$ cat src/rtl/thermocouple_linearizer_cjc_macros.svh
// ----------------------------------------------------------------------------
// Assertion macros for the thermocouple linearizer
// Concurrent checks on the rising edge of clk, disabled while rst_n is low.
// Synthesis builds see empty bodies.
// ----------------------------------------------------------------------------
`ifndef THERMOCOUPLE_LINEARIZER_CJC_MACROS_SVH
`define THERMOCOUPLE_LINEARIZER_CJC_MACROS_SVH

`ifndef SYNTHESIS
// Same-cycle implication
`define TLC_ASSERT_IMP(name, ante, cons) \
  name: assert property (@(posedge clk) disable iff (!rst_n) (ante) |-> (cons)) \
    else $error("tlc same-cycle check failed");
// Next-cycle implication
`define TLC_ASSERT_NXT(name, ante, cons) \
  name: assert property (@(posedge clk) disable iff (!rst_n) (ante) |=> (cons)) \
    else $error("tlc next-cycle check failed");
`else
`define TLC_ASSERT_IMP(name, ante, cons)
`define TLC_ASSERT_NXT(name, ante, cons)
`endif

`endif

$ cat src/rtl/tlc_pkg.sv
// ----------------------------------------------------------------------------
// tlc_pkg
// Shared types, K-type calibration points and pipeline latencies.
// ----------------------------------------------------------------------------
package tlc_pkg;

  localparam int ROM_POINTS = 8;
  localparam int SEG_W      = $clog2(ROM_POINTS);
  localparam int RECIP_W    = 20;
  localparam int RATIO_W    = 20;

  // Pipeline depths of the sub-blocks
  localparam int HANDLE_LAT = 3;
  localparam int PWL_LAT    = 6;

  // Configuration space: one 32-bit register word
  localparam int   CFG_ADDR_W  = 3;
  localparam logic CFG_IDX_CAL = 1'b0;

  typedef logic [15:0]        word_t;
  typedef logic [SEG_W-1:0]   seg_t;
  typedef logic [RECIP_W-1:0] recip_t;
  typedef logic [RATIO_W-1:0] ratio_t;

  // Raw amplifier samples at each calibration point
  localparam word_t ROM_RAW [ROM_POINTS] = '{
    16'd0, 16'd4664, 16'd9296, 16'd13961, 16'd18593, 16'd23226, 16'd27890, 16'd32538
  };
  // Celsius in fx9.7 at each calibration point
  localparam word_t ROM_CEL [ROM_POINTS] = '{
    16'd0, 16'd9294, 16'd18447, 16'd27902, 16'd37139, 16'd44881, 16'd55139, 16'd64000
  };
  // floor(2^32 / segment width) for the segment ending at each point, raw keys
  localparam recip_t RECIP_RAW [ROM_POINTS] = '{
    20'd0, 20'd920876, 20'd927238, 20'd920678, 20'd927238, 20'd927038, 20'd920876,
    20'd924046
  };
  // Same for Celsius keys
  localparam recip_t RECIP_CEL [ROM_POINTS] = '{
    20'd0, 20'd462122, 20'd469241, 20'd454253, 20'd464974, 20'd554761, 20'd418694,
    20'd484704
  };

  // Key column: raw for the forward direction, Celsius for the inverse
  function automatic word_t rom_key(input logic fwd, input seg_t idx);
    return fwd ? ROM_RAW[idx] : ROM_CEL[idx];
  endfunction

  function automatic word_t rom_val(input logic fwd, input seg_t idx);
    return fwd ? ROM_CEL[idx] : ROM_RAW[idx];
  endfunction

  function automatic recip_t rom_recip(input logic fwd, input seg_t idx);
    return fwd ? RECIP_RAW[idx] : RECIP_CEL[idx];
  endfunction

endpackage

$ cat src/rtl/tlc_units.sv
// ----------------------------------------------------------------------------
// tlc_units
// Output register: fx9.7, whole Celsius and whole Fahrenheit.
// ----------------------------------------------------------------------------
module tlc_units (
  input  logic           clk,
  input  logic           rst_n,
  input  logic           in_valid,
  input  tlc_pkg::word_t in_fx97,
  output logic           out_valid,
  output tlc_pkg::word_t out_fx97,
  output logic [8:0]     out_celsius,
  output logic [9:0]     out_fahrenheit
);
  import tlc_pkg::*;

  // ceil(2^16 / 5): exact quotient for every dividend up to 9 * 511
  localparam logic [13:0] DIV5_RECIP = 14'd13108;
  localparam logic [9:0]  F_OFFSET   = 10'd32;

  logic [8:0]  cel;
  logic [12:0] nine;
  logic [26:0] div_prod;

  logic        valid_r;
  word_t       fx97_r;
  logic [8:0]  cel_r;
  logic [9:0]  fahr_r;

  // Form Celsius times nine and divide by five
  always_comb begin
    cel      = in_fx97[15:7];
    nine     = {1'b0, cel, 3'b000} + {4'd0, cel};
    div_prod = {14'd0, nine} * {13'd0, DIV5_RECIP};
  end

  always_ff @(posedge clk) begin
    if (!rst_n) begin
      valid_r <= 1'b0;
    end else begin
      valid_r <= in_valid;
    end
  end

  // Hold the result for its strobe cycle
  always_ff @(posedge clk) begin
    fx97_r <= in_fx97;
    cel_r  <= cel;
    fahr_r <= div_prod[16 +: 10] + F_OFFSET;
  end

  assign out_valid      = valid_r;
  assign out_fx97       = fx97_r;
  assign out_celsius    = cel_r;
  assign out_fahrenheit = fahr_r;

endmodule

$ cat config.mk
export PLATFORM = sky130hd
export DESIGN_NAME = tlc_units
export DESIGN_NICKNAME = d
export VERILOG_FILES = /design/src/rtl/thermocouple_linearizer_cjc_macros.svh /design/src/rtl/tlc_pkg.sv /design/src/rtl/tlc_units.sv
export SDC_FILE = /design/constraint.sdc
export NUM_CORES = 1
export LEC_CHECK = 0
export ABC_AREA = 1
export ABC_CLOCK_PERIOD_IN_PS = 6100
export BUFFER_PORTS_ARGS = -buffer_cell sky130_fd_sc_hd__buf_2
export CORE_MARGIN = 4
export CORE_UTILIZATION = 54
export CTS_CLUSTER_SIZE = 28
export DETAILED_ROUTE_END_ITERATION = 6
export GPL_TIMING_DRIVEN = 0
export MAX_ROUTING_LAYER = met4
export PLACE_DENSITY = 0.76
export SETUP_SLACK_MARGIN = 0.5
export SLEW_MARGIN = 20
export SYNTH_ARGS = -nofsm -noshare
export SYNTH_HDL_FRONTEND = slang
export SYNTH_SLANG_ARGS = --single-unit
$ cat constraint.sdc
create_clock -name clk -period 6.1 [get_ports clk]
set_input_delay 0.915 -clock clk [delete_from_list [all_inputs] [get_ports clk]]
set_output_delay 0.915 -clock clk [all_outputs]
set_load 0.02 [all_outputs]
# ---- After elaboration in Yosys (flattened, before gate mapping)
# Cells that the tools add are included.
dict set report totals {
  wordCells 7
  ff_bits 36
  output_inout_bits 36
}
dict set report classes {
  addsub 2
  multipliers 1
}
# cell count
set ops {}
lappend ops {{$mul 13x12->24 const B} 1}
lappend ops {{$add 12x9->13} 1}
lappend ops {{$add 10x6->10 const B} 1}

# ---- Logic depth before layout (Yosys ltp)
dict set report depth {
  ltp_word 3
  depth_mapped 31
  ltp_nobuf 31
}

# ---- Least setup slack after synthesis
# OpenSTA, ideal clock, no wires.
dict set report synth_timing {
  kind {input port to flip-flop}
  startpoint {in in_fx97[7]}
  endpoint {reg fahr_r[7] (netlist: out_fahrenheit[7])}
  setup_slack_ps -75
  cell_stages 27
  setup_ps 120
  t_required_ps 5980
  arrival_time_ps 6054
  path_cell_list {ha_1 fa_1 nand3_1 nand2_1 a21oi_2 o21ai_2 xor2_1 ha_1 inv_1 fa_1 inv_1 fa_1 inv_1 fa_1 fa_1 inv_1 ha_1 nand2_1 inv_1 nand2_1 inv_1 a21oi_1 nand2_1 nand2_1 nand2_1 ha_1 xor2_1}
}
dict set report synth_between {
  elab_chain_cells 3
}
# item line_no
set synth_lines {}
lappend synth_lines {{from (decl)} tlc_units.sv:9} ;# input tlc_pkg::word_t in_fx97,
lappend synth_lines {{$add 12x9->13} tlc_units.sv:33} ;# nine = {1'b0, cel, 3'b000} + {4'd0, cel};
lappend synth_lines {{$mul 13x12->24} tlc_units.sv:34} ;# div_prod = {14'd0, nine} * {13'd0, DIV5_RECIP};
lappend synth_lines {{$add 10x6->10} tlc_units.sv:49} ;# fahr_r <= div_prod[16 +: 10] + F_OFFSET;
lappend synth_lines {{to (signal assigned)} tlc_units.sv:49}
lappend synth_lines {{to (decl)} tlc_units.sv:28} ;# logic [9:0] fahr_r;
# No other way between the ends.
# A chain may end at the register's enable or synchronous reset.

# ---- Worst setup path after layout
dict set report layout_timing {
  startpoint {in in_fx97[10]}
  endpoint {reg fahr_r[9] (netlist: out_fahrenheit[9])}
}
# The elaborated chain is that of the path after synthesis.

==> impl_metrics.json <==
{
  "status": "complete, no violations",
  "grt.total_usage_pct": 24.9,
  "cts_buffer_depth": 2,
  "synth_nets": 653,
  "cts_root_buf": "clkbuf_8",
  "worstMarginPinSlew_ns": 0.373,
  "holdPathStages": 1,
  "critPathMaxFanout": 5,
  "grt_pass1_wl_mm": 17.0,
  "layout_common_cells": "inv_1, nand2_1, ha_1, buf_2, fa_1",
  "hold_start": "in_fx97[3]",
  "synth_cell_types": 28,
  "fmax_ghz": 0.175,
  "fin_nets": 737,
  "h-tree-depth": 1,
  "critPathKind": "in -> reg",
  "cts.reportedPaths.clkPinSlew_ns": 0.12,
  "core_um2": 7330,
  "portBuffers": 54,
  "drt_wl_total_mm": 11.1,
  "hold_violations": 0,
  "synth_cells": 500,
  "grt_pass1_vias": 3767,
  "cp-start-kind": "input pin",
  "num_rows": 31,
  "drt_iter0_markers": 288,
  "rsz0062_at_grt": "true",
  "hpwl_mm": 7.72,
  "setup_viol_count_final": 0,
  "overflow": 0,
  "cts_sinks": 27,
  "timing.hold.ws_ns": 0.711,
  "finalCritPeriodShare_pct": 93.9,
  "antenna_found_initial": 0,
  "firstDrtPassIters": 7,
  "yosysWarningCount": 0,
  "dp_cells": 653,
  "antenna_left": 0,
  "seq_area_frac_synth_pct": 13.2,
  "timing.final.crit_period_ns": 5.73,
  "synth.avg_cell_area_um2": 8.21,
  "required_ns": 6.29,
  "viasPerCell": 5.31,
  "multi_input_comb_area_um2": 3460,
  "die_h_um": 95.2,
  "drive_gt1_share_pct": 28.8,
  "layout_commonest_cell": "inv_1",
  "cts_made_buffers": 3,
  "cts_tree": "yes",
  "gp_congestion": 0.892,
  "area_delta_synth_final_pct": 27.8,
  "holdCritPathClass": "in -> reg",
  "dr_total_vias": 3621,
  "seq_area_um2": 541,
  "slew_violations": 0,
  "grt_max_degree": 17,
  "nFillCells": 516,
  "drcViolationCount": 0,
  "hold_end": "out_fx97[3]",
  "dieArea_um2": 9060,
  "synth-seq-cells": 27,
  "critPathArrivalTime_ns": 5.92,
  "antennaDiodeCount": 0,
  "start_util_pct": 56.0,
  "end_kind": "flip-flop",
  "die_w_um": 95.2,
  "syn_area_um2": 4110,
  "max_cap_viol_count": 0,
  "stdcell_count": 682,
  "io_pins": 55,
  "timing.slew.headroom_pct": 75.2,
  "drt-wirelength-per-cell_um": 16.2
}
[state kept, by name, indices dropped and copies added (netlist names)]
signal          flops
out_celsius         9
out_valid           1
out_fahrenheit     10
out_fx97            7
[how the worst max path moves through the flow]
stage / end / start / cells past startpoint / slack (ns)
global placement: out_fahrenheit[9] / in_fx97[7] / 23 / -0.15
detailed placement: out_fahrenheit[7] / in_fx97[7] / 22 / -0.30
finish: out_fahrenheit[9] / in_fx97[10] / 27 / 0.37
CTS: out_fahrenheit[9] / in_fx97[10] / 28 / 0.43
global route: out_fahrenheit[9] / in_fx97[10] / 27 / 0.20
floorplan: out_fahrenheit[9] / in_fx97[7] / 29 / 0.45
[per-stage QoR]
stage	util, %	area [um2]	worst slack, ns	TNS [ns]
floorplan	-	4250	0.450	0
global route	71.6	5250	0.199	0
CTS	68.7	5040	0.428	0
global placement	63.4	4640	-0.153	-0.401
finish	71.6	5250	0.372	0
detailed placement	63.4	4640	-0.304	-1.01
[critical path, stage by stage]
cell,delay [ns]
buf_8,0.11
ha_4,0.16
fa_2,0.36
buf_4,0.17
xor2_4,0.18
ha_4,0.29
inv_2,0.06
fa_1,0.53
inv_1,0.06
fa_1,0.53
fa_1,0.56
inv_1,0.06
fa_1,0.55
inv_2,0.05
ha_4,0.27
nand2_1,0.08
inv_2,0.07
nand2_2,0.07
nor2_1,0.11
nand2_1,0.10
nand2_1,0.08
nand2_1,0.07
nand2_2,0.13
ha_4,0.16
nand4_1,0.08
nand2_1,0.07
nand2_1,0.05
[cell type report]
type                       instances  area share [%]
timing repair buffer              79            9.42
multi-input combinational        329            66.0
buffer                             9            1.29
tap                               99            2.36
sequential                        27            10.3
clock inverter                     1           0.143
clock buffer                       3           0.787
inverter                         135            9.70
[repair_timing]
action | 4_1_cts | 5_1_grt
pin swaps | 27 | 22
setup buffers | 15 | 10
gates resized for setup | 40 | 36
endpoints found under the setup margin | 9 | 10
hold buffers | 0 | 0
[synthesized netlist by cell type]
cell type	n	area share, %
a21boi_4	1	0.46
a21o_1	4	0.73
a21oi_1	19	2.3
a21oi_2	1	0.21
a31oi_1	4	0.61
and2_1	1	0.15
buf_4	9	1.6
clkinv_1	1	0.091
dfxtp_1	27	13
fa_1	42	20
ha_1	92	28
inv_1	134	12
nand2_1	91	8.3
nand2_2	1	0.15
nand3_1	13	1.6
nand3_2	1	0.24
nand3b_1	2	0.37
nand4_1	9	1.4
nor2_1	16	1.5
nor3_1	1	0.12
nor4_1	2	0.30
o211ai_1	1	0.18
o21ai_0	3	0.37
o21ai_2	1	0.21
o21bai_1	4	0.73
xnor2_1	7	1.5
xor2_1	12	2.6
xor2_2	1	0.40
[per-layer routing]
layer	global-route usage, %	routed length, um
met3	3.00	483
met4	10.2	568
met2	45.6	5850
met1	27.0	4180
met5	-	0
[logic make-up (layout without fill, tap and decap cells)]
group / after synthesis / count (layout) / synth area share, %
fa+ha+maj: 134 / 134 / 48.5
simple gates: 137 / 137 / 14.1
compound gates: 38 / 38 / 5.82
xor+xnor: 20 / 20 / 4.45
flops: 27 / 27 / 13.2
buf+inv: 144 / 227 / 14.0
Power is not shown: default switching activity piles up to over one toggle a cycle in this logic, so the estimate is an artifact.
