`config.mk`:
```
export PLATFORM = sky130hd
export DESIGN_NAME = tlc_handle
export DESIGN_NICKNAME = d
export VERILOG_FILES = /design/src/rtl/thermocouple_linearizer_cjc_macros.svh /design/src/rtl/tlc_pkg.sv /design/src/rtl/tlc_handle.sv
export SDC_FILE = /design/constraint.sdc
export NUM_CORES = 1
export LEC_CHECK = 0
export BUFFER_PORTS_ARGS = -buffer_cell sky130_fd_sc_hd__buf_2
export CAP_MARGIN = 20
export CORE_MARGIN = 8
export CORE_UTILIZATION = 45
export CTS_CLUSTER_SIZE = 25
export DETAILED_ROUTE_END_ITERATION = 16
export PLACE_DENSITY = 0.65
export RECOVER_POWER = 25
export SLEW_MARGIN = 30
export SYNTH_ARGS = -nofsm -noshare
export SYNTH_HDL_FRONTEND = slang
export SYNTH_SLANG_ARGS = --single-unit
```
`constraint.sdc`:
```
create_clock -name clk -period 6.98 [get_ports clk]
set_input_delay 1.396 -clock clk [delete_from_list [all_inputs] [get_ports clk]]
set_output_delay 1.396 -clock clk [all_outputs]
set_load 0.005 [all_outputs]
```
`src/rtl/thermocouple_linearizer_cjc_macros.svh`:
```
// ----------------------------------------------------------------------------
// Assertion macros for the thermocouple linearizer
// Concurrent checks on the rising edge of clk, disabled while rst_n is low.
// Synthesis builds see empty bodies.
// ----------------------------------------------------------------------------
`ifndef THERMOCOUPLE_LINEARIZER_CJC_MACROS_SVH
`define THERMOCOUPLE_LINEARIZER_CJC_MACROS_SVH

`ifndef SYNTHESIS
// Same-cycle implication
`define TLC_ASSERT_IMP(name, ante, cons) \
  name: assert property (@(posedge clk) disable iff (!rst_n) (ante) |-> (cons)) \
    else $error("tlc same-cycle check failed");
// Next-cycle implication
`define TLC_ASSERT_NXT(name, ante, cons) \
  name: assert property (@(posedge clk) disable iff (!rst_n) (ante) |=> (cons)) \
    else $error("tlc next-cycle check failed");
`else
`define TLC_ASSERT_IMP(name, ante, cons)
`define TLC_ASSERT_NXT(name, ante, cons)
`endif

`endif

```
`src/rtl/tlc_pkg.sv`:
```
// ----------------------------------------------------------------------------
// tlc_pkg
// Shared types, K-type calibration points and pipeline latencies.
// ----------------------------------------------------------------------------
package tlc_pkg;

  localparam int ROM_POINTS = 8;
  localparam int SEG_W      = $clog2(ROM_POINTS);
  localparam int RECIP_W    = 20;
  localparam int RATIO_W    = 20;

  // Pipeline depths of the sub-blocks
  localparam int HANDLE_LAT = 3;
  localparam int PWL_LAT    = 6;

  // Configuration space: one 32-bit register word
  localparam int   CFG_ADDR_W  = 3;
  localparam logic CFG_IDX_CAL = 1'b0;

  typedef logic [15:0]        word_t;
  typedef logic [SEG_W-1:0]   seg_t;
  typedef logic [RECIP_W-1:0] recip_t;
  typedef logic [RATIO_W-1:0] ratio_t;

  // Raw amplifier samples at each calibration point
  localparam word_t ROM_RAW [ROM_POINTS] = '{
    16'd0, 16'd4664, 16'd9296, 16'd13961, 16'd18593, 16'd23226, 16'd27890, 16'd32538
  };
  // Celsius in fx9.7 at each calibration point
  localparam word_t ROM_CEL [ROM_POINTS] = '{
    16'd0, 16'd9294, 16'd18447, 16'd27902, 16'd37139, 16'd44881, 16'd55139, 16'd64000
  };
  // floor(2^32 / segment width) for the segment ending at each point, raw keys
  localparam recip_t RECIP_RAW [ROM_POINTS] = '{
    20'd0, 20'd920876, 20'd927238, 20'd920678, 20'd927238, 20'd927038, 20'd920876,
    20'd924046
  };
  // Same for Celsius keys
  localparam recip_t RECIP_CEL [ROM_POINTS] = '{
    20'd0, 20'd462122, 20'd469241, 20'd454253, 20'd464974, 20'd554761, 20'd418694,
    20'd484704
  };

  // Key column: raw for the forward direction, Celsius for the inverse
  function automatic word_t rom_key(input logic fwd, input seg_t idx);
    return fwd ? ROM_RAW[idx] : ROM_CEL[idx];
  endfunction

  function automatic word_t rom_val(input logic fwd, input seg_t idx);
    return fwd ? ROM_CEL[idx] : ROM_RAW[idx];
  endfunction

  function automatic recip_t rom_recip(input logic fwd, input seg_t idx);
    return fwd ? RECIP_RAW[idx] : RECIP_CEL[idx];
  endfunction

endpackage

```
`src/rtl/tlc_handle.sv`:
```
// ----------------------------------------------------------------------------
// tlc_handle
// Three-stage conversion of the handle sensor reading to fx9.7 Celsius.
// ----------------------------------------------------------------------------
module tlc_handle (
  input  logic          clk,
  input  logic          rst_n,
  input  logic          in_valid,
  input  logic [14:0]   in_handle_sample,
  output logic          out_valid,
  output tlc_pkg::word_t out_h97
);
  import tlc_pkg::*;

  localparam int               M_W          = 22;
  localparam int               Q_W          = 12;
  localparam int               RECIP_SHIFT  = 32;
  localparam int               FX_SHIFT     = 9;
  localparam logic signed [15:0] HANDLE_ZERO = 16'sd4965;
  localparam logic [6:0]       HANDLE_NUM   = 7'd100;
  // ceil(2^32 / 993): exact quotient for every product below 2^22
  localparam logic [22:0]      HANDLE_RECIP = 23'd4325245;
  localparam logic [12:0]      TENTH_FX     = 13'd6553;

  logic signed [15:0] diff;
  logic [14:0]        mag;
  logic [M_W-1:0]     m_nxt;
  logic [44:0]        q_prod;
  logic [15:0]        hx10;
  logic [28:0]        h_prod;

  logic           s1_valid_r, s2_valid_r, s3_valid_r;
  logic           s1_neg_r, s2_neg_r;
  logic [M_W-1:0] s1_m_r;
  logic [Q_W-1:0] s2_q_r;
  word_t          s3_h97_r;

  // Stage 1: remove the zero point and scale the magnitude by 100
  always_comb begin
    diff  = $signed({1'b0, in_handle_sample}) - HANDLE_ZERO;
    mag   = diff[15] ? 15'(-diff) : 15'(diff);
    m_nxt = {7'd0, mag} * {15'd0, HANDLE_NUM};
  end

  // Stage 2: divide by 993 through the reciprocal
  assign q_prod = {23'd0, s1_m_r} * {22'd0, HANDLE_RECIP};

  // Stage 3: restore the sign, wrap to 16 bits and convert tenths to fx9.7
  always_comb begin
    hx10   = s2_neg_r ? (16'd0 - {4'd0, s2_q_r}) : {4'd0, s2_q_r};
    h_prod = {13'd0, hx10} * {16'd0, TENTH_FX};
  end

  // Advance the valid bits
  always_ff @(posedge clk) begin
    if (!rst_n) begin
      s1_valid_r <= 1'b0;
      s2_valid_r <= 1'b0;
      s3_valid_r <= 1'b0;
    end else begin
      s1_valid_r <= in_valid;
      s2_valid_r <= s1_valid_r;
      s3_valid_r <= s2_valid_r;
    end
  end

  // Advance the payload
  always_ff @(posedge clk) begin
    s1_neg_r <= diff[15];
    s1_m_r   <= m_nxt;
    s2_neg_r <= s1_neg_r;
    s2_q_r   <= q_prod[RECIP_SHIFT +: Q_W];
    s3_h97_r <= h_prod[FX_SHIFT +: 16];
  end

  assign out_valid = s3_valid_r;
  assign out_h97   = s3_h97_r;

endmodule

```
Word-level counts from Yosys, hierarchy flattened
Cells that the tools add are included.
{"block": "classes", "multipliers": 3, "n_addsub": 3, "n_mux": 2}
{"op": "$mul 20x23->42 const B", "n": 1}
{"op": "$mul 16x13->25 const B", "n": 1}
{"op": "$mul 15x5->20 const B", "n": 1}
{"op": "$mux 16", "n": 1}
{"op": "$sub 15x13->16 const B", "n": 1}
{"op": "$mux 15", "n": 1}
{"op": "$neg 15->15", "n": 1}
{"op": "$sub 1x12->13 const A", "n": 1}
{"block": "word_totals", "output_inout_bits": 17, "reg_bits": 53, "elab_cells": 16}

Depth between registers and ports, before layout
{"block": "logic_depth", "ltp_word": 4, "ltp_mapped": 25, "depth_no_buf": 24}

Worst setup path before layout
OpenSTA, ideal clock, no wires.
{"block": "synth_timing", "path_type": "register -> register", "startpoint": "reg s1_m_r[15]", "endpoint": "reg s2_q_r[10]", "stages_incl_launch_ff": 21, "setup_slack_ns": 0.603, "t_required_ns": 6.853, "arrival_time_ns": 6.250, "n_path_buf": 1, "cell_sequence": "dfxtp_1 > fa_1 > clkbuf_1 > inv_1 > fa_1 > inv_1 > fa_1 > fa_1 > fa_1 > fa_1 > ha_1 > ha_1 > a21o_1 > a311o_1 > a211oi_1 > o311a_1 > a2bb2oi_1 > a21o_1 > a41oi_1 > a21boi_0 > xor2_1"}
{"block": "synth_via", "elab_chain_cells": 1}
{"item": "from (decl)", "line_no": "tlc_handle.sv:34", "text": "logic [M_W-1:0] s1_m_r;"}
{"item": "from (signal assigned)", "line_no": "tlc_handle.sv:70", "text": "s1_m_r <= m_nxt;"}
{"item": "$mul 20x23->42", "line_no": "tlc_handle.sv:46", "text": "assign q_prod = {23'd0, s1_m_r} * {22'd0, HANDLE_RECIP};"}
{"item": "via q_prod[42]", "line_no": "tlc_handle.sv:28", "text": "logic [44:0] q_prod;"}
{"item": "to (signal assigned)", "line_no": "tlc_handle.sv:72", "text": "s2_q_r <= q_prod[RECIP_SHIFT +: Q_W];"}
{"item": "to (decl)", "line_no": "tlc_handle.sv:35", "text": "logic [Q_W-1:0] s2_q_r;"}
The timed path passes the listed nets, and every way through them passes these cells.
A chain may end at the register's enable or synchronous reset.

Worst setup path in the final report
{"block": "layout_timing", "startpoint": "reg s1_m_r[17]", "endpoint": "reg s2_q_r[10]"}
The elaborated chain is that of the path after synthesis.

==> impl_results.md <==
* Status: completed
* Die H at around 190 um
* Maxcap violations at 0
* Initial core utilization at 0.454
* Cell variety after synth at approximately 60
* Syn avg cell area at 10.0 sq um
* Final hold viol count at 0
* DRC at 0
* # IOs at 35
* Yosys warnings at 0
* IO buf count at 34
* Fillers at between 2,000 and 3,000
* FMAX at ~150 MHz
* Rows at 63
* Final setup violating endpoints at 0
* Unrepaired setup endpoints after global routing: false
* First-pass GRT wire length at 45,300 um
* Relative slew slack at 0.541
* Hold Crit Depth at 0
* Fin util at 0.487
* Worst-Margin Slew at approximately 0.7 ns
* Worst-path maximum fanout at 6
* Worst skew pair latency at 0.31 ns
* CTS Root Cell: clkbuf_16
* Initial drt markers at 326
* Largest net degree at the start of global routing at 19
* Hold crit path type: reg2reg
* Vias at approximately 8,800
* HPWL after DPL at around 24,000 um
* Aggregate global-route resource usage at 0.155
* Share of cells above drive strength 1 at 0.0532
* CTS tree: yes
* Core ar. at roughly 29,000 sq um
* Clock Path Buffers at 2
* Ant. Diodes at 0
* Pre-antenna DRT Iters at 4
* Syn Std Cell Area at 13,400 sq um
* Critical Path RT at 7.17 ns
* Antenna violations before repair at 0
* Gpl congestion at about 0.9
* Total negative setup slack at 0 ns
* Final min period at 6.63 ns
* Register area share after synthesis at 0.0793
* Vias per cell at about 4.9
* Mapped Nets at 1,883
* Ys async rst share at 0
* Remaining antenna violation count at 0
* Post-Route WL at 26,400 um
* Cts hold-fix bufs at 0
* Vias in the first global route at around 9,600
* Crit path kind: reg2reg
* CP arrival at around 7 ns
* Die Wd at ~190 um
* EDFF count, synth at 0
* Htree depth at 2
* Cell taking the most area after synthesis: fa_1
* Top_reg_cell synth: dfxtp_1
* Synthesized instance count at 1,332
* CTS Buf Count at 5
* Grt total ovfl at 0
* Pins Over Slew Limit at 0
* Clock Skew at approximately 0.013 ns
* Crit path capture type: register
* Nets at a little under 2,000
* CP startpoint kind: register
* Flops & latches, synth at 53
* Wire length per cell at 14.8 um
* Layout area overhead at 7.42%
* Leading post-synthesis cells by cell area: fa_1 (32%), ha_1 (30%), inv_1 (9.2%)
* Die ar. at 35,500 sq um
* Clk sinks at between 50 and 60
* Area share of the largest cell type after synthesis at 0.323
* Clock transition at path regs at around 0.08 ns
* Final period util at 0.950
* R2R depth at 19
[registers in the layout, summed over array words and instances, names as in the netlist]
signal,flops
s2_valid_r,1
s2_neg_r,1
s1_m_r,20
s2_q_r,12
s1_neg_r,1
s1_valid_r,1
out_valid,1
out_h97,16
[Yosys cell counts (3+ instances only)]
master    count
dfxtp_1      53
mux2i_1       3
nand3_1      12
fa_1        216
o31ai_1       4
a211oi_1      5
ha_1        317
nand2_1      32
nand3b_1      3
inv_1       327
o21bai_1      4
nor2b_1       6
nand4_1       6
o21ai_1       4
xnor2_1      63
a31oi_1       4
nor2_1       39
nand2b_1     10
a221oi_1      3
a21oi_1      35
a21o_1       32
o21a_1        8
a211o_1       4
o21ai_0      24
and3_1        7
xor2_1       39
and2_1        8
nor3_1       10
clkbuf_1      5
a21boi_0      4
[per-layer routing]
metal,wire length [um],up-vias,GRT usage
met5,0,-,0
met4,390,0,0.0331
met3,678,21,0.0190
met2,13400,102,0.285
met1,11900,4252,0.192
li1,-,4400,-
[cells in the final DEF, fill, tap and decap left out, drive strengths merged, types with 3 or more instances in the layout]
cell type,synthesis,layout
or2,3,3
nor4,3,3
and3,7,7
inv,327,329
xnor2,63,63
o21bai,4,4
xor2,39,39
nand4,6,6
nor3,10,10
a21o,32,32
nand3b,3,3
a21boi,4,4
dfxtp,53,53
buf,0,51
ha,317,317
nand3,12,12
or4,3,3
nand2b,10,10
a31oi,4,4
o31ai,4,4
clkbuf,5,10
and2,8,8
a211o,4,4
fa,216,216
nand2,32,32
a211oi,5,5
a221oi,3,3
mux2i,3,3
nor2b,6,6
nor2,39,39
a21oi,35,35
o21ai,28,28
o21a,8,8
[metrics by stage]
step	cell area (sq um)	setup slack [ns]	std cells	hold slack (ns)
global route	14400	0.00552	1781	0.407
floorplan	13400	0.603	1332	0.310
CTS	14300	0.103	1781	0.393
detailed placement	14200	0.146	1773	0.388
finish	14400	0.352	1781	0.389
global placement	14200	0.206	1773	0.386
[cells by family (layout without fill, tap and decap cells)]
group,after synthesis,count (layout),share of synthesized area
AND/OR/NAND/NOR,155,155,0.0609
flip-flops,53,53,0.0793
AO/OA/AOI/OAI,152,152,0.0765
multiplexers,3,3,0.00224
buffers and inverters,332,391,0.0931
XOR/XNOR,102,102,0.0668
adder cells (fa/ha/maj),535,535,0.621
[timing repair]
action                                  in CTS  in global routing
endpoints found under the hold margin        0                  0
endpoints found under the setup margin       0                  6
setup buffers                                0                  0
gates resized for setup                      0                  8
[worst max-delay path, cell delays in order, from the launching register on]
cell and delay, ns:
dfxtp_1 0.53, inv_1 0.11, fa_1 0.53, inv_1 0.12
fa_1 0.63, fa_1 0.46, fa_1 0.52, fa_1 0.52
fa_1 0.49, ha_1 0.30, ha_1 0.33, a21o_1 0.20
a311o_1 0.36, a211oi_1 0.24, o311a_1 0.22, a2bb2oi_1 0.13
a21o_1 0.26, a41oi_2 0.25, a21boi_0 0.15, xor2_1 0.16
[worst paths after layout]
kind	start	end	slack [ns]
worst max-delay path	s1_m_r[17]	s2_q_r[10]	0.35
worst min-delay path	s1_neg_r	s2_neg_r	0.39
worst max register to register	s1_m_r[17]	s2_q_r[10]	0.35
worst min register to register	s1_neg_r	s2_neg_r	0.39
[layout make-up]
class                   instances  area [sq um]  area share
flip-flops and latches         53          1060      0.0739
well taps                     390           488      0.0340
inverters                     327          1230      0.0854
repair buffers                 56           329      0.0229
clock buffers                   5           125     0.00871
multi-input cells             947         11100       0.773
clock inverters                 3          25.0     0.00174
Power is not shown: default switching activity piles up to over one toggle a cycle in this logic, so the estimate is an artifact.
