[src/rtl/thermocouple_linearizer_cjc_macros.svh]
// ----------------------------------------------------------------------------
// Assertion macros for the thermocouple linearizer
// Concurrent checks on the rising edge of clk, disabled while rst_n is low.
// Synthesis builds see empty bodies.
// ----------------------------------------------------------------------------
`ifndef THERMOCOUPLE_LINEARIZER_CJC_MACROS_SVH
`define THERMOCOUPLE_LINEARIZER_CJC_MACROS_SVH

`ifndef SYNTHESIS
// Same-cycle implication
`define TLC_ASSERT_IMP(name, ante, cons) \
  name: assert property (@(posedge clk) disable iff (!rst_n) (ante) |-> (cons)) \
    else $error("tlc same-cycle check failed");
// Next-cycle implication
`define TLC_ASSERT_NXT(name, ante, cons) \
  name: assert property (@(posedge clk) disable iff (!rst_n) (ante) |=> (cons)) \
    else $error("tlc next-cycle check failed");
`else
`define TLC_ASSERT_IMP(name, ante, cons)
`define TLC_ASSERT_NXT(name, ante, cons)
`endif

`endif

[src/rtl/tlc_pkg.sv]
// ----------------------------------------------------------------------------
// tlc_pkg
// Shared types, K-type calibration points and pipeline latencies.
// ----------------------------------------------------------------------------
package tlc_pkg;

  localparam int ROM_POINTS = 8;
  localparam int SEG_W      = $clog2(ROM_POINTS);
  localparam int RECIP_W    = 20;
  localparam int RATIO_W    = 20;

  // Pipeline depths of the sub-blocks
  localparam int HANDLE_LAT = 3;
  localparam int PWL_LAT    = 6;

  // Configuration space: one 32-bit register word
  localparam int   CFG_ADDR_W  = 3;
  localparam logic CFG_IDX_CAL = 1'b0;

  typedef logic [15:0]        word_t;
  typedef logic [SEG_W-1:0]   seg_t;
  typedef logic [RECIP_W-1:0] recip_t;
  typedef logic [RATIO_W-1:0] ratio_t;

  // Raw amplifier samples at each calibration point
  localparam word_t ROM_RAW [ROM_POINTS] = '{
    16'd0, 16'd4664, 16'd9296, 16'd13961, 16'd18593, 16'd23226, 16'd27890, 16'd32538
  };
  // Celsius in fx9.7 at each calibration point
  localparam word_t ROM_CEL [ROM_POINTS] = '{
    16'd0, 16'd9294, 16'd18447, 16'd27902, 16'd37139, 16'd44881, 16'd55139, 16'd64000
  };
  // floor(2^32 / segment width) for the segment ending at each point, raw keys
  localparam recip_t RECIP_RAW [ROM_POINTS] = '{
    20'd0, 20'd920876, 20'd927238, 20'd920678, 20'd927238, 20'd927038, 20'd920876,
    20'd924046
  };
  // Same for Celsius keys
  localparam recip_t RECIP_CEL [ROM_POINTS] = '{
    20'd0, 20'd462122, 20'd469241, 20'd454253, 20'd464974, 20'd554761, 20'd418694,
    20'd484704
  };

  // Key column: raw for the forward direction, Celsius for the inverse
  function automatic word_t rom_key(input logic fwd, input seg_t idx);
    return fwd ? ROM_RAW[idx] : ROM_CEL[idx];
  endfunction

  function automatic word_t rom_val(input logic fwd, input seg_t idx);
    return fwd ? ROM_CEL[idx] : ROM_RAW[idx];
  endfunction

  function automatic recip_t rom_recip(input logic fwd, input seg_t idx);
    return fwd ? RECIP_RAW[idx] : RECIP_CEL[idx];
  endfunction

endpackage

[src/rtl/tlc_pwl.sv]
// ----------------------------------------------------------------------------
// tlc_pwl
// Six-stage piecewise-linear interpolation in the K-type point table, with
// the segment ratio formed by reciprocal multiply and remainder correction.
// ----------------------------------------------------------------------------
module tlc_pwl #(
  parameter int TABLE_ENTRIES = 8,
  parameter bit FORWARD       = 1'b1
) (
  input  logic           clk,
  input  logic           rst_n,
  input  logic           in_valid,
  input  tlc_pkg::word_t in_x,
  output logic           out_valid,
  output tlc_pkg::word_t out_y
);
  import tlc_pkg::*;

  localparam int   N_CLAMP  = (TABLE_ENTRIES < ROM_POINTS) ? TABLE_ENTRIES : ROM_POINTS;
  localparam int   N_USED   = (N_CLAMP < 2) ? 2 : N_CLAMP;
  localparam seg_t SEG_LAST = SEG_W'(N_USED - 1);

  seg_t   seg, seg_prev;
  word_t  key_lo, key_hi;
  logic [35:0] ar_prod;
  logic [35:0] qb_prod;
  logic [31:0] rem;
  ratio_t ratio_nxt;
  logic [35:0] dr_prod;

  logic   s1_valid_r, s2_valid_r, s3_valid_r, s4_valid_r, s5_valid_r, s6_valid_r;
  word_t  s1_a_r, s1_b_r, s1_v0_r, s1_dv_r;
  recip_t s1_recip_r;
  word_t  s2_a_r, s2_b_r, s2_v0_r, s2_dv_r;
  ratio_t s2_q0_r;
  word_t  s3_a_r, s3_b_r, s3_v0_r, s3_dv_r;
  ratio_t s3_q0_r;
  logic [31:0] s3_qb_r;
  word_t  s4_v0_r, s4_dv_r;
  ratio_t s4_ratio_r;
  word_t  s5_v0_r, s5_pt_r;
  word_t  s6_y_r;

  // Stage 1: pick the first point above the key, else the last segment
  always_comb begin
    seg = SEG_LAST;
    for (int k = N_USED - 1; k >= 1; k--) begin
      if (rom_key(FORWARD, SEG_W'(k)) > in_x) begin
        seg = SEG_W'(k);
      end
    end
    seg_prev = seg - 1'b1;
    key_lo   = rom_key(FORWARD, seg_prev);
    key_hi   = rom_key(FORWARD, seg);
  end

  // Stage 2: estimate of (a << 16) / b, low by at most one
  assign ar_prod = {20'd0, s1_a_r} * {16'd0, s1_recip_r};

  // Stage 3: multiply the estimate back by the segment width
  assign qb_prod = {16'd0, s2_q0_r} * {20'd0, s2_b_r};

  // Stage 4: correct the estimate from the remainder
  always_comb begin
    rem       = {s3_a_r, 16'h0000} - s3_qb_r;
    ratio_nxt = s3_q0_r + RATIO_W'(rem >= {16'h0000, s3_b_r});
  end

  // Stage 5: scale the value step by the ratio
  assign dr_prod = {20'd0, s4_dv_r} * {16'd0, s4_ratio_r};

  // Advance the valid bits
  always_ff @(posedge clk) begin
    if (!rst_n) begin
      s1_valid_r <= 1'b0;
      s2_valid_r <= 1'b0;
      s3_valid_r <= 1'b0;
      s4_valid_r <= 1'b0;
      s5_valid_r <= 1'b0;
      s6_valid_r <= 1'b0;
    end else begin
      s1_valid_r <= in_valid;
      s2_valid_r <= s1_valid_r;
      s3_valid_r <= s2_valid_r;
      s4_valid_r <= s3_valid_r;
      s5_valid_r <= s4_valid_r;
      s6_valid_r <= s5_valid_r;
    end
  end

  // Advance the payload
  always_ff @(posedge clk) begin
    s1_a_r     <= in_x - key_lo;
    s1_b_r     <= key_hi - key_lo;
    s1_recip_r <= rom_recip(FORWARD, seg);
    s1_v0_r    <= rom_val(FORWARD, seg_prev);
    s1_dv_r    <= rom_val(FORWARD, seg) - rom_val(FORWARD, seg_prev);

    s2_a_r  <= s1_a_r;
    s2_b_r  <= s1_b_r;
    s2_v0_r <= s1_v0_r;
    s2_dv_r <= s1_dv_r;
    s2_q0_r <= ar_prod[16 +: RATIO_W];

    s3_a_r  <= s2_a_r;
    s3_b_r  <= s2_b_r;
    s3_v0_r <= s2_v0_r;
    s3_dv_r <= s2_dv_r;
    s3_q0_r <= s2_q0_r;
    s3_qb_r <= qb_prod[31:0];

    s4_v0_r    <= s3_v0_r;
    s4_dv_r    <= s3_dv_r;
    s4_ratio_r <= ratio_nxt;

    s5_v0_r <= s4_v0_r;
    s5_pt_r <= dr_prod[16 +: 16];

    // Stage 6: add the interpolated step to the segment base, wrapping
    s6_y_r <= s5_v0_r + s5_pt_r;
  end

  assign out_valid = s6_valid_r;
  assign out_y     = s6_y_r;

endmodule

[config.mk]
export PLATFORM = sky130hd
export DESIGN_NAME = tlc_pwl
export DESIGN_NICKNAME = d
export VERILOG_FILES = /design/src/rtl/thermocouple_linearizer_cjc_macros.svh /design/src/rtl/tlc_pkg.sv /design/src/rtl/tlc_pwl.sv
export SDC_FILE = /design/constraint.sdc
export NUM_CORES = 2
export LEC_CHECK = 0
export BUFFER_PORTS_ARGS = -buffer_cell sky130_fd_sc_hd__buf_2
export CORE_ASPECT_RATIO = 1.75
export CORE_UTILIZATION = 40
export DETAILED_ROUTE_END_ITERATION = 10
export PLACE_DENSITY = 0.6
export REMOVE_ABC_BUFFERS = 1
export SLEW_MARGIN = 0
export SYNTH_ARGS = -nofsm -noshare
export SYNTH_HDL_FRONTEND = slang
export SYNTH_SLANG_ARGS = --single-unit
export TNS_END_PERCENT = 100
[constraint.sdc]
create_clock -name clk -period 9.1 [get_ports clk]
set_clock_uncertainty 0.1 [all_clocks]
set_input_delay 0.455 -clock clk [delete_from_list [all_inputs] [get_ports clk]]
set_output_delay 0.455 -clock clk [all_outputs]
set_load 0.01 [all_outputs]
Yosys cells after proc, flatten, opt, wreduce, memory -nomap -nowiden
Memory sizes are Yosys's and may differ from the RTL's. A register that Yosys moved wholly into a read port is not among the register bits.
Cells that the tools add are included.
{"block": "word_totals", "register_bits": 370, "n_memories": 5, "in_bits": 19, "mem_bits_ro": 672, "output_inout_bits": 17}
{"name": "(name not given)", "words": 8, "width": 20, "read_ports": 1, "rd_clocked_by_memory_dff": 1, "wr": 0, "line": "tlc_pkg.sv:54", "text": "return fwd ? RECIP_RAW[idx] : RECIP_CEL[idx];"}
{"name": "(name not given)", "words": 8, "width": 16, "read_ports": 1, "rd_clocked_by_memory_dff": 0, "wr": 0, "line": "tlc_pkg.sv:50", "text": "return fwd ? ROM_CEL[idx] : ROM_RAW[idx];"}
{"name": "(name not given)", "words": 8, "width": 16, "read_ports": 1, "rd_clocked_by_memory_dff": 0, "wr": 0, "line": "tlc_pkg.sv:50"}
{"name": "(name not given)", "words": 8, "width": 16, "read_ports": 1, "rd_clocked_by_memory_dff": 0, "wr": 0, "line": "tlc_pkg.sv:50"}
{"name": "(name not given)", "words": 8, "width": 16, "read_ports": 1, "rd_clocked_by_memory_dff": 0, "wr": 0, "line": "tlc_pkg.sv:50"}
{"block": "classes", "n_addsub": 7, "n_mux": 14, "n_bitwise": 2, "magnitude_cmp": 9, "multipliers": 3}
{"cell": "16-bit 2-to-1 mux", "count": 8}
{"cell": "15-bit by 16-bit greater-than comparator with 1-bit output, first input constant", "count": 3}
{"cell": "16-bit subtractor", "count": 3}
{"cell": "16-bit by 20-bit multiplier with 36-bit output", "count": 1}
{"cell": "32-bit by 16-bit greater-or-equal comparator with 1-bit output", "count": 1}
{"cell": "14-bit by 16-bit greater-than comparator with 1-bit output, first input constant", "count": 2}
{"cell": "16-bit by 20-bit multiplier with 32-bit output", "count": 1}
{"cell": "20-bit by 16-bit multiplier with 32-bit output", "count": 1}
{"cell": "32-bit subtractor", "count": 1}
{"cell": "20-bit by 1-bit adder with 20-bit output", "count": 1}
{"cell": "16-bit adder", "count": 1}
{"cell": "13-bit by 16-bit greater-than comparator with 1-bit output, first input constant", "count": 1}
{"cell": "3-bit 2-to-1 mux", "count": 5}
{"cell": "4-bit greater-or-equal comparator, second input constant", "count": 2}
{"cell": "3-bit NOT with 4-bit output", "count": 2}
{"cell": "3-bit by 1-bit subtractor with 3-bit output, second input constant", "count": 1}
{"cell": "1-bit 2-to-1 mux", "count": 1}

Logic depth before layout (Yosys ltp)
{"block": "depth", "word_depth": 13, "depth_mapped": 27, "ltp_nobuf": 25}

Worst setup path after synthesis
No wires, ideal clock.
{"block": "synth_path", "path_kind": "register to register", "start": "register s2_b_r[1]", "end": "register s3_qb_r[31]", "stages_incl_launch_ff": 21, "setup_time_ns": 0.120, "t_arrival_ns": 6.216, "slack_ns": 2.664, "synth_period_minus_slack_ns": 6.436, "required_time_ns": 8.880, "cell_sequence": "dfxtp_1 -> clkbuf_1 -> nand2_1 -> fa_1 -> fa_1 -> fa_1 -> fa_1 -> inv_1 -> fa_1 -> fa_1 -> ha_1 -> a211oi_1 -> nor2_1 -> or3_1 -> o211ai_1 -> a31oi_1 -> o221ai_1 -> nor2_1 -> a2111oi_0 -> a21oi_1 -> xnor2_1"}
{"block": "synth_between", "elab_chain_cells": 1}
{"item": "start, declared", "line": "tlc_pwl.sv:34", "text": "word_t s2_a_r, s2_b_r, s2_v0_r, s2_dv_r;"}
{"item": "start signal, assigned", "line": "tlc_pwl.sv:100", "text": "s2_b_r <= s1_b_r;"}
{"item": "20-bit by 16-bit multiplier with 32-bit output", "line": "tlc_pwl.sv:61", "text": "assign qb_prod = {16'd0, s2_q0_r} * {20'd0, s2_b_r};"}
{"item": "net qb_prod[31]", "line": "tlc_pwl.sv:26", "text": "logic [35:0] qb_prod;"}
{"item": "end signal, assigned", "line": "tlc_pwl.sv:110", "text": "s3_qb_r <= qb_prod[31:0];"}
{"item": "end, declared", "line": "tlc_pwl.sv:38", "text": "logic [31:0] s3_qb_r;"}
The timed path passes the listed nets, and every way through them passes these cells.
A chain may end at the register's enable or synchronous reset.

Worst setup path after layout
Same ends and word-level chain as after synthesis.

==> results.md <==
* Gr usage total at 21.5%
* Final Hold Viols at 0
* Sequential share of the synthesized area at 18.9%
* Num Clock Sinks at 351
* Worst hold path type: in2reg
* Core Area at 92,000 sq um
* Min-delay src: in_x[2]
* Via count at 25,800
* P&R area growth vs syn at 8.01%
* Synth Warn # at 0
* Ranking of synthesized cells by area: fa_1 34%, dfxtp_1 19%, ha_1 14%
* Leading area contributor after synthesis: fa_1
* Worst-path clk slew at 0.07 ns
* Post-Route Utilization at 43.7%
* Worst slew pin tran at 1.17 ns
* Post-synthesis cell type count at 79
* Die H at 406 microns
* Final GP Congestion at 1.02
* CTS root buf: clkbuf_16
* Critical path type: reg2reg
* DRT Pass-1 Iters at 5
* Layout Nets at 5,025
* Max-Slew Margin vs Limit at 21.9%
* Endpoints failing setup at 0
* Initial drt markers at 1,071
* Ys flop type: dfxtp_1
* Die area at 94,300 sq um
* Mapped cell area at 37,200 sq um
* Initial antenna violation count at 2
* Vias per cell at 4.97
* IO Port Bufs at 35
* Crit Reg-Reg Startpoint: s2_b_r[1]
* Worst path arrival time at 7.92 ns
* Fmax at 132 MHz
* Yosys top cell area share at 33.8%
* Pin count of the biggest net entering global routing at 22
* Residual DRC at 0
* Setup TNS at 0 ns
* Drt wl/cell at 18.5 microns
* Overflow after GRT at 0
* Clk buf depth at 3
* ANT cells at 0
* Vias in the first global route at 28,600
* CP Capture Type: register
* Unrepaired setup endpoints after global routing: no
* Total CTS buffers at 38
* Antenna-violating nets left at 0
* CTS tree: built
* Final instance area at 40,200 sq um
* Syn Area/Cell at 9.46 sq um
* Mapped Cells at 3,936
* Initial Utilization at 40.5%
* Ys async rst share at 0%
* Status: complete, no violations
* Top-count cell post-synth: inv_1
* Std cell rows at 147
* Number of synthesized register bits at 351
* Minimum clock period at 7.56 ns
* Global-route wire length before repair at 153 mm
* Share of layout cells above drive strength 1 at 4.05%
* H-tree depth at 2
* WP data required at 9.46 ns
* CP Launch Point: s2_b_r[1]
* Die X-Extent at 233 microns
* Worst-Skew Late Latency at 0.61 ns
* Fill count at 9,073
* Post-synth EDFFs at 0
* CP Launch Type: register
* Top Ports at 36
* Routed wire length at 96.3 mm
* Most frequent cells after synthesis: 890 x inv_1, 629 x fa_1, 426 x nand2_1, 403 x ha_1, 351 x dfxtp_1
* Post-DP HPWL at 79.8 mm
* Max-cap violations at 0
* Worst-path maximum fanout at 21
* Share of the clock period used by the worst path at 83.1%
* Area post-placement at 38,900 sq um
* Max-slew violations at 0
## through the flow
stage | instances | worst slack [ns] | hold WS [ns]
detailed placement | 5124 | 1.54 | 0.212
CTS | 5194 | 1.53 | 0.0573
global route | 5194 | 1.06 | 0.0859
finish | 5194 | 1.54 | 0.0907
floorplan | 3861 | 2.67 | 0.210
global placement | 5124 | 1.63 | 0.211
## routing by layer
metal	global-route usage, %	vias to the layer above	routed length (microns)
met5	0	-	19
met4	16.1	2	8380
met3	1.97	339	2470
met2	41.9	584	53900
met1	20.3	13000	31500
li1	-	11900	-
## worst max-delay path, cell delays in order (launching register included)
cell and delay [ns]:
dfxtp_1 0.84, nand2_1 0.19, fa_1 0.55, fa_1 0.59
fa_1 0.45, fa_1 0.54, inv_1 0.05, fa_1 0.53
fa_1 0.44, ha_1 0.35, a211oi_1 0.33, nor2_1 0.14
or3_1 0.32, o211ai_1 0.29, a31oi_1 0.25, o221ai_1 0.36
nor2_1 0.09, a2111oi_0 0.68, a21oi_1 0.17, xnor2_1 0.17
## placed cells by master (no fill, tap or decap), drive strengths merged, types with 71 or more instances in the layout
| cell | Yosys | layout |
|---|---|---|
| a21oi | 98 | 98 |
| and2 | 346 | 346 |
| dfxtp | 351 | 351 |
| buf | 8 | 71 |
| xnor2 | 113 | 113 |
| fa | 629 | 629 |
| inv | 892 | 897 |
| ha | 403 | 403 |
| nor2 | 104 | 104 |
| nand2 | 427 | 427 |
## worst paths after layout
kind / end / slack (ns) / depth (start not counted)
min reg2reg: s3_a_r[13] / 0.21 / 0
max reg2reg: s3_qb_r[31] / 1.54 / 19
min: s1_a_r[2] / 0.09 / 2
max: s3_qb_r[31] / 1.54 / 19
## flip-flops by register name (all words and copies together), names as in the netlist, 16 cells and up
| name | cells |
|---|---|
| s5_pt_r | 16 |
| s4_ratio_r | 20 |
| s2_a_r | 16 |
| s3_q0_r | 20 |
| s1_a_r | 16 |
| out_y | 16 |
| s2_q0_r | 20 |
| s3_qb_r | 32 |
| s3_a_r | 16 |
## logic make-up after synthesis
| kind of cell | synth area share [%] |
|---|---|
| AO/OA/AOI/OAI | 5.41 |
| XOR/XNOR | 3.53 |
| adder cells (fa/ha/maj) | 47.4 |
| buffers and inverters | 10.3 |
| flip-flops | 18.9 |
| multiplexers | 0.0807 |
| other | 0.0202 |
| AND/OR/NAND/NOR | 14.4 |
## area by class of cell
cell class	instances	area (sq um)	area share (%)
clock buffers	45	1030	2.56
clock inverters	23	297	0.738
inverters	893	3350	8.34
multi-input cells	2617	26500	66.0
flip-flops and latches	351	7030	17.5
well taps	1192	1490	3.71
repair buffers	73	465	1.16
## repair_timing
item | in CTS | in global routing
resized for setup | 0 | 0
endpoints found under the hold margin | 3 | 0
setup buffers | 0 | 0
hold buffers | 2 | 0
Power is left out: the tool's default activity adds up to more than one toggle a clock period on the data nets, which glitch-free logic cannot reach.
